<file path="config.mk">
export PLATFORM = sky130hd
export DESIGN_NAME = mstb_cand_cmp
export DESIGN_NICKNAME = d
export VERILOG_FILES = /design/src/rtl/mstb_cand_cmp.sv
export SDC_FILE = /design/constraint.sdc
export NUM_CORES = 1
export LEC_CHECK = 0
export ABC_AREA = 0
export BUFFER_PORTS_ARGS = -buffer_cell sky130_fd_sc_hd__buf_4
export CAP_MARGIN = 20
export CORE_MARGIN = 2
export CORE_UTILIZATION = 44
export DETAILED_ROUTE_END_ITERATION = 12
export GPL_TIMING_DRIVEN = 0
export PLACE_DENSITY = 0.95
export REMOVE_ABC_BUFFERS = 1
export SLEW_MARGIN = 20
export SYNTH_ARGS = -nofsm -noshare
export SYNTH_HDL_FRONTEND = slang
export SYNTH_SLANG_ARGS = --single-unit
</file>
<file path="constraint.sdc">
create_clock -name vclk -period 4.6
set_input_delay 0.69 -clock vclk [all_inputs]
set_output_delay 0.69 -clock vclk [all_outputs]
set_load 0.02 [all_outputs]
</file>
<file path="src/rtl/mstb_cand_cmp.sv">
// candidate compare unit: decides whether a scanned edge beats the current best
module mstb_cand_cmp #(
  parameter int unsigned WeightBits = 16,
  parameter int unsigned VBits = 6
) (
  input  logic                  have_best_i,
  input  logic [WeightBits-1:0] best_w_i,
  input  logic [VBits-1:0]      best_c_i,
  input  logic [VBits-1:0]      best_p_i,
  input  logic [WeightBits-1:0] w_i,
  input  logic [VBits-1:0]      c_i,
  input  logic [VBits-1:0]      p_i,
  output logic                  better_o
);
  // heavier wins, then smaller child, then smaller parent
  assign better_o = !have_best_i || (w_i > best_w_i) ||
                    ((w_i == best_w_i) && ((c_i < best_c_i) ||
                     ((c_i == best_c_i) && (p_i < best_p_i))));
endmodule
</file>
After elaboration in Yosys (flattened, before gate mapping). Index checks and enable logic that the tools add are counted.

Memories kept: 0. Latch bits: 0. Logic and storage cells: 11. RAM bits: 0. Output and inout bits: 1. Bits in registers: 0. Memory bits (read-only): 0.

Multiplexer cells: 0. Shift operators: 0. Equal/unequal tests: 2. Order comparisons: 3. Divide/modulo/power cells: 0. $mul: 0. Reduce and logical (&&, ||, !) cells: 6. Bitwise logic cells: 0. $add $sub $neg: 0.

Operators with widths (count): $eq 16x16->1 (1); $gt 16x16->1 (1); $lt 6x6->1 (2); $eq 6x6->1 (1); $logic_or 1x1->1 (3); $logic_and 1x1->1 (2); $logic_not 1->1 (1).

Longest topological paths before layout. Gate-level depths: netlist of the first run.

Depth after elaboration: 5. Gate-level depth with buffers: 7. Gate-level depth less buffers: 7.

Least setup slack after synthesis of the first run. Ideal clock, no wire load.

Kind: input-to-output. From: in best_w_i[7]. To: out better_o. Path slack: 1.849 ns. Stages on the path: 7. Path buffers: 0. Required time: 3.910 ns. Arrival time: 2.061 ns. Cells stage by stage: inv_1 > ha_1 > nand4_1 > a211o_1 > a311oi_1 > nor4_1 > o21ai_1.

Longest elaborated chain between the ends: 3. Elaborated cells on any way between the ends: 5. Classes of those cells: order compare: 1; eq/ne: 1; reduce/logical: 3.

Ends and longest elaborated chain: start, declared (line 7) `input logic [WeightBits-1:0] best_w_i,`; $gt 16x16->1 / $eq 16x16->1 (equally long branches) (line 16, 17); $logic_or 1x1->1 / $logic_and 1x1->1 (equally long branches) (line 16, 17); $logic_or 1x1->1 * (line 16) `assign better_o = !have_best_i || (w_i > best_w_i) ||`; end, declared (line 13) `output logic better_o`.

Mark *: on every way between the ends. The rest lies on a longest branch, timed or not.

Final worst setup path of the first run.
From: in best_w_i[15]. To: out better_o.

The elaborated chain is that of the path after synthesis.

==> impl_metrics.ini, run 1 <==
[drt]
dr_wl_met2_um = 1050
wl_met1_um = 624
route.met3.wl_um = 159
drt-wirelength-per-cell_um = 11.1
via_count = 852
first_iter_violations = 7
via_per_inst = 5.16
wl_um = 1830
top_layer = met3
drc = 0
postRouteAntennaNets = 0
first_pass_iters = 4

[logic_synthesis]
synth_xor_area_share_pct = 0
synth_area_leaders = ha_1 (50%), inv_1 (16%), nand4_1 (4.7%), a21oi_1 (3.7%), a2111oi_0 (2.6%)
syn_inst = 91
synth_cell_types = 22
synth_top_area_share_pct = 50.3
yosysTopAreaCell = ha_1
syn-cell-area_um2 = 672
synth_commonest_cells = inv_1 (28), ha_1 (27), a21oi_1 (5), nand4_1 (5), nand3_1 (3)
avgSynthCellArea_um2 = 7.38
synthMuxAreaShare_pct = 0
ys_seq_area_share_pct = 0
synth-compound-area-share_pct = 21.6
synth_fa_ha_area_share_pct = 50.3
synth_top_family_by_area = adder cells
synth_simple_gate_area_share_pct = 12.5
yosysMostFrequentCell = inv_1
yosys_warnings = 0

[power_and_ir_drop]
switching_share_pct = 38.5
power_density_nw_per_um2 = 77.7
internal-power_uw = 53.9
power_frac_seq_pct = 0
vdd_drop_max_mv = 0.0389
netSwitchingPower_uw = 33.7
leakage_nw = 0.697
p_comb_share_pct = 100.0
clock_power_share_pct = 0

[run]
maxCapViolations = 0

[placement]
port_buffers = 58
placed_cell_area_um2 = 1130
dp_hpwl_um = 1770
place.gp.congestion = 0.698

[cells_and_area]
area_delta_synth_final_pct = 67.8
clock_buffers = 0
design_area_um2 = 1130
nFlopsAndLatches = 0
register_area_um2 = 0
diodes = 0
final_nets = 235
drive_above_1_share_pct = 38.9

[setup_path]
crit_fanout = 3
cpPeakStageDelay_ps = 460
cp_cell_sequence = buf_4 > inv_1 > ha_1 > nand4_1 > nor4_1 > o311a_1 > o21ai_1 > buf_4
critPathArrivalTime_ps = 2180
crit_buf_inv = 3
crit_slowest_cell = nor4_1
worstSetupPathType = in2out
cpMostUsedCell = buf_4
cp_top_family = simple AND/OR/NAND/NOR gates
cp.required_ps = 3910
endpoint_kind = output port
crit_path_start_kind = input pin

[global_routing]
grt_antenna_before_repair = 0
grt_pass1_vias = 894
grt.total_usage_pct = 21.6
grt_max_degree = 4
grt_pass1_wl_um = 3220
grt_overflow = 0

[timing]
fin_crit_ps = 2870
hold_viol = 0
rsz0062_at_grt = no
max_freq_ghz = 0.348
tightest_slew_ps = 425
maxSlewHeadroom_pct = 71.4
fin_crit_sh_pct = 62.5
setup_tns_ps = 0
maxSlewViolCount = 0
final-setup-viol-count = 0

[clock_tree]
post_cts_resized = 0
cts_hold_buffers = 0
postCtsSetupBuffers = 0

[hold_path]
worstHoldStart = have_best_i
hold_depth = 3
worst_hold_path.endpoint = better_o
hold_class = in2out

[floorplan]
die_h_um = 43.1
coreArea_um2 = 1470
fp.dieW_um = 43.1
ios = 58
dieArea_um2 = 1860
rows = 14
start_util_pct = 45.7

[status]
outcome = finished, final reports clean
## final cells by class
type | count | area (um2)
multi-input combinational | 63 | 567
fill | 118 | 344
inverter | 28 | 105
tap | 16 | 20.0
timing repair buffer | 58 | 435
## cell usage in the layout, fill, tap and decap left out
cell type and count:
a21oi_1 5, nand2b_1 1, nor4_1 2, nand3b_1 1, o311a_1 1, o21ai_1 1
a311oi_1 1, a21boi_0 1, o211ai_1 1, o21a_1 1, buf_4 58, a21o_1 2
inv_1 28, a2111oi_0 2, a211o_1 1, nand3_1 3, nor2_1 2, ha_1 27
nand4_1 5, nand2_1 1, a211oi_1 2, o21bai_1 1, o21ai_0 2
## routing by layer
layer,vias up,GRT usage [%]
met4,0,1.21
met3,0,0.851
li1,443,-
met5,-,0
met1,374,21.5
met2,35,48.5
## worst max-delay path by stage
stage                            start  endpoint  slack [ps]  cells after the start
final                     best_w_i[15]  better_o        1730                      8
after floorplan            best_w_i[7]  better_o        1850                      7
after CTS                 best_w_i[15]  better_o        1720                      8
after detailed placement  best_w_i[15]  better_o        1730                      8
after global routing       best_c_i[4]  better_o        1580                      9
after global placement     best_w_i[7]  better_o        1760                      9
## stage by stage
stage                     hold WS, ps  setup WS (ps)  power [mW]  cells  util [%]
after floorplan                  1520           1850      0.0393     91         -
after global placement           1650           1760      0.0826    165      76.6
after detailed placement         1650           1730      0.0888    165      76.6
after CTS                        1650           1720      0.0890    165      76.6
after global routing             1660           1580      0.0995    165      76.6
final                            1650           1730      0.0876    165      76.6
## logic make-up (layout without fill, tap and decap cells)
family                     after synthesis  count (layout)
and+or+nand+nor                         15              15
adders and majority gates               27              27
buffers and inverters                   28              86
AOI/OAI and AO/OA                       21              21
## power groups by stage
stage                     registers [mW]  logic, mW  clock network, mW
after CTS                              0     0.0890                  0
after floorplan                        0     0.0393                  0
after global routing                   0     0.0995                  0
after global placement                 0     0.0826                  0
after detailed placement               0     0.0888                  0
final                                  0     0.0876                  0
(Power assumes the default switching activity.)
==> run 2, diff against run 1 <==
- CORE_UTILIZATION: 44 -> 41
- PLACE_DENSITY: 0.95 -> 0.91
- clock period: 4.6 -> 2.8 ns (I/O delays scaled with it)
==> impl_metrics.ini, run 2 (synthesized netlist as in run 1, its figures left out) <==
[status]
outcome = finished, final reports clean

[floorplan]
die_h_um = 44.5
ios = 58
fp.dieW_um = 44.5
dieArea_um2 = 1980
coreArea_um2 = 1520
rows = 14
start_util_pct = 44.1

[drt]
first_pass_iters = 4
via_count = 857
drt-wirelength-per-cell_um = 11.1
first_iter_violations = 7
drc = 0
via_per_inst = 5.19
wl_um = 1830
postRouteAntennaNets = 0

[global_routing]
grt_pass1_vias = 902
grt_overflow = 0
grt.total_usage_pct = 20.6
grt_pass1_wl_um = 3220
grt_antenna_before_repair = 0
grt_max_degree = 4

[timing]
fin_crit_sh_pct = 83.5
worst_slack_ps = 462
maxSlewViolCount = 0
hold_viol = 0
final-setup-viol-count = 0
tightest_slew_ps = 451
setup_tns_ps = 0
fin_crit_ps = 2340
max_freq_ghz = 0.428
maxSlewHeadroom_pct = 69.2
rsz0062_at_grt = no

[setup_path]
worstSetupPathType = in2out
crit_path_start_kind = input pin
cp.required_ps = 2380
critPathArrivalTime_ps = 1920
crit_fanout = 3
endpoint_kind = output port

[placement]
dp.cells = 165
dp_hpwl_um = 1810
port_buffers = 58
dp_slack_ps = 480
place.gp.congestion = 0.712

[power_and_ir_drop]
vdd_drop_max_mv = 0.0743
leakage_nw = 0.697
power_density_nw_per_um2 = 128
power_uw = 144

[cells_and_area]
clock_buffers = 0
fin_cells = 165
final_nets = 235
nFlopsAndLatches = 0
register_area_um2 = 0
layout_commonest_cell = buf_4
diodes = 0
final_cell_mix = buf_4 (58), inv_1 (28), ha_1 (27)
area_delta_synth_final_pct = 67.8
drive_above_1_share_pct = 38.9

[run]
maxCapViolations = 0

[clock_tree]
postCtsSetupBuffers = 0
post_cts_resized = 0
cts_hold_buffers = 0

[hold_path]
hold_class = in2out
==> run 2: cell counts in the layout (fill, tap and decap cells not counted) <==
No cell type changed its count.
==> run 2: metrics by stage <==
| stage | cell area (um2) | util, % | hold WS (ps) |
|---|---|---|---|
| floorplan | 672 | - | 978 |
| global placement | 1130 | 74.0 | 1120 |
| detailed placement | 1130 | 74.0 | 1110 |
| CTS | 1130 | 74.0 | 1110 |
| global route | 1130 | 74.0 | 1120 |
| finish | 1130 | 74.0 | 1110 |
==> run 2: worst paths after layout <==
kind | end | depth (start not counted) | startpoint | slack, ps
worst max-delay path | better_o | 8 | w_i[7] | 460
worst min-delay path | better_o | 3 | have_best_i | 1110
==> run 2: layout make-up <==
| class | instances | area, um2 |
|---|---|---|
| multi-input cells | 63 | 567 |
| fillers | 116 | 397 |
| inverters | 28 | 105 |
| repair buffers | 58 | 435 |
| well taps | 16 | 20.0 |
==> run 2: routing by layer <==
metal	vias up	part of all wire [%]	track usage (%)
li1	443	-	-
met1	376	34	21.4
met2	36	58	43.2
met3	2	8.0	2.45
met4	0	0.38	2.42
met5	-	0	0
==> run 2: critical path: stages <==
cell	delay, ps
buf_4	110
ha_1	300
nand4_1	130
a211o_1	290
a311oi_1	280
nor4_1	100
o21ai_1	130
buf_4	150
==> run 2: report_power, final <==
group | switching, mW | total [mW] | internal [mW]
Combinational | 0.0559 | 0.144 | 0.0885
Sequential | 0 | 0 | 0
Clock | 0 | 0 | 0
Total | 0.0559 | 0.144 | 0.0885
==> run 3, diff against run 2 <==
- CORE_UTILIZATION: 41 -> 37
- PLACE_DENSITY: 0.91 -> 0.87
- clock period: 2.8 -> 2.03 ns (I/O delays scaled with it)
==> impl_metrics.ini, run 3 (synthesized netlist as in run 1, its figures left out) <==
[status]
outcome = finished, final reports clean

[global_routing]
grt_antenna_before_repair = 0
grt_overflow = 0
grt_pass1_vias = 837
grt_max_degree = 4
grt.total_usage_pct = 17.7
grt_pass1_wl_um = 2930

[drt]
via_count = 867
drc = 0
via_per_inst = 4.90
first_pass_iters = 2
wl_um = 2150
postRouteAntennaNets = 0
drt-wirelength-per-cell_um = 12.1
first_iter_violations = 1

[power_and_ir_drop]
netSwitchingPower_uw = 98.5
switching_share_pct = 40.4
power_density_nw_per_um2 = 187
vdd_drop_max_mv = 0.101
leakage_nw = 0.721
power_uw = 244
internal-power_uw = 145
clock_power_share_pct = 0
p_comb_share_pct = 100.0
power_frac_seq_pct = 0

[setup_path]
cpPeakStageDelay_ps = 300
worstSetupPathType = in2out
cpMostUsedCell = buf_4
endpoint_kind = output port
critPathArrivalTime_ps = 1720
cp_cell_sequence = buf_4 > inv_2 > ha_4 > a211oi_2 > a211o_1 > a311oi_2 > nor4_1 > o21ai_1 > buf_4
crit_path_start_kind = input pin
cp.required_ps = 1730
crit_slowest_cell = nor4_1
crit_fanout = 3

[cells_and_area]
nFlopsAndLatches = 0
drive_above_1_share_pct = 51.3
area_delta_synth_final_pct = 94.4
final_cell_mix = buf_4 (61), inv_1 (24), ha_1 (18)
register_area_um2 = 0
design_area_um2 = 1310
layout_commonest_cell = buf_4
fin_cells = 177
diodes = 0
final_nets = 238
clock_buffers = 0
utilization_pct = 76.5

[clock_tree]
cts_hold_buffers = 0

[run]
maxCapViolations = 0

[timing]
maxSlewViolCount = 0
holdWs_ps = 919
final-setup-viol-count = 0
fin_crit_ps = 2020
rsz0062_at_grt = yes
hold_viol = 0
max_freq_ghz = 0.495
fin_crit_sh_pct = 99.6
tightest_slew_ps = 387
maxSlewHeadroom_pct = 73.5

[floorplan]
fp.dieW_um = 46.6
ios = 58
start_util_pct = 39.3
rows = 15
die_h_um = 46.6
dieArea_um2 = 2170
coreArea_um2 = 1710

[placement]
port_buffers = 58
place.gp.congestion = 0.709
dp_hpwl_um = 1740
placed_cell_area_um2 = 1140
dp.cells = 174

[hold_path]
hold_class = in2out
run 3: final timing paths:
path,slack (ps),cells after the start,endpoint,start
worst min-delay path,920,3,better_o,have_best_i
worst max-delay path,8,9,better_o,best_w_i[2]
run 3: metal layers:
layer	wire length (um)	share of wire [%]	up-vias	track usage (%)
li1	-	-	446	-
met1	737	34	377	17.7
met2	1240	58	40	38.3
met3	136	6.3	4	1.18
met4	36	1.7	0	3.33
met5	0	0	-	0
run 3: through the flow:
stage	worst slack, ps	setup TNS (ps)
2_1_floorplan	49.9	0
3_3_place_gp	-94.1	-94.1
3_5_place_dp	-93.9	-93.9
4_1_cts	1.64	0
5_1_grt	-91.1	-91.1
6_report	8.20	0
run 3: repair_timing:
| item | 4_1_cts | 5_1_grt |
|---|---|---|
| gates resized for setup | 5 | 15 |
| setup endpoints to repair | 1 | 1 |
| setup buffers | 1 | 2 |
| pin swaps | 3 | 9 |
| hold endpoints to repair | 0 | 0 |
run 3: power groups by stage:
stage               combinational, mW  sequential [mW]  clock (mW)
global route                    0.274                0           0
finish                          0.244                0           0
global placement                0.188                0           0
detailed placement              0.201                0           0
floorplan                      0.0891                0           0
CTS                             0.208                0           0
run 3: area by class of cell:
type / count / area, um2
Tap cell: 25 / 31.3
Inverter: 28 / 105
Multi-Input combinational cell: 63 / 712
Timing Repair Buffer: 61 / 458
Fill cell: 124 / 402
run 3: worst max-delay path: cells and delay by family:
family,cells,cell delay (ps)
simple gates,1,300
fa+ha+maj,1,200
buf+inv,3,340
compound gates,4,570
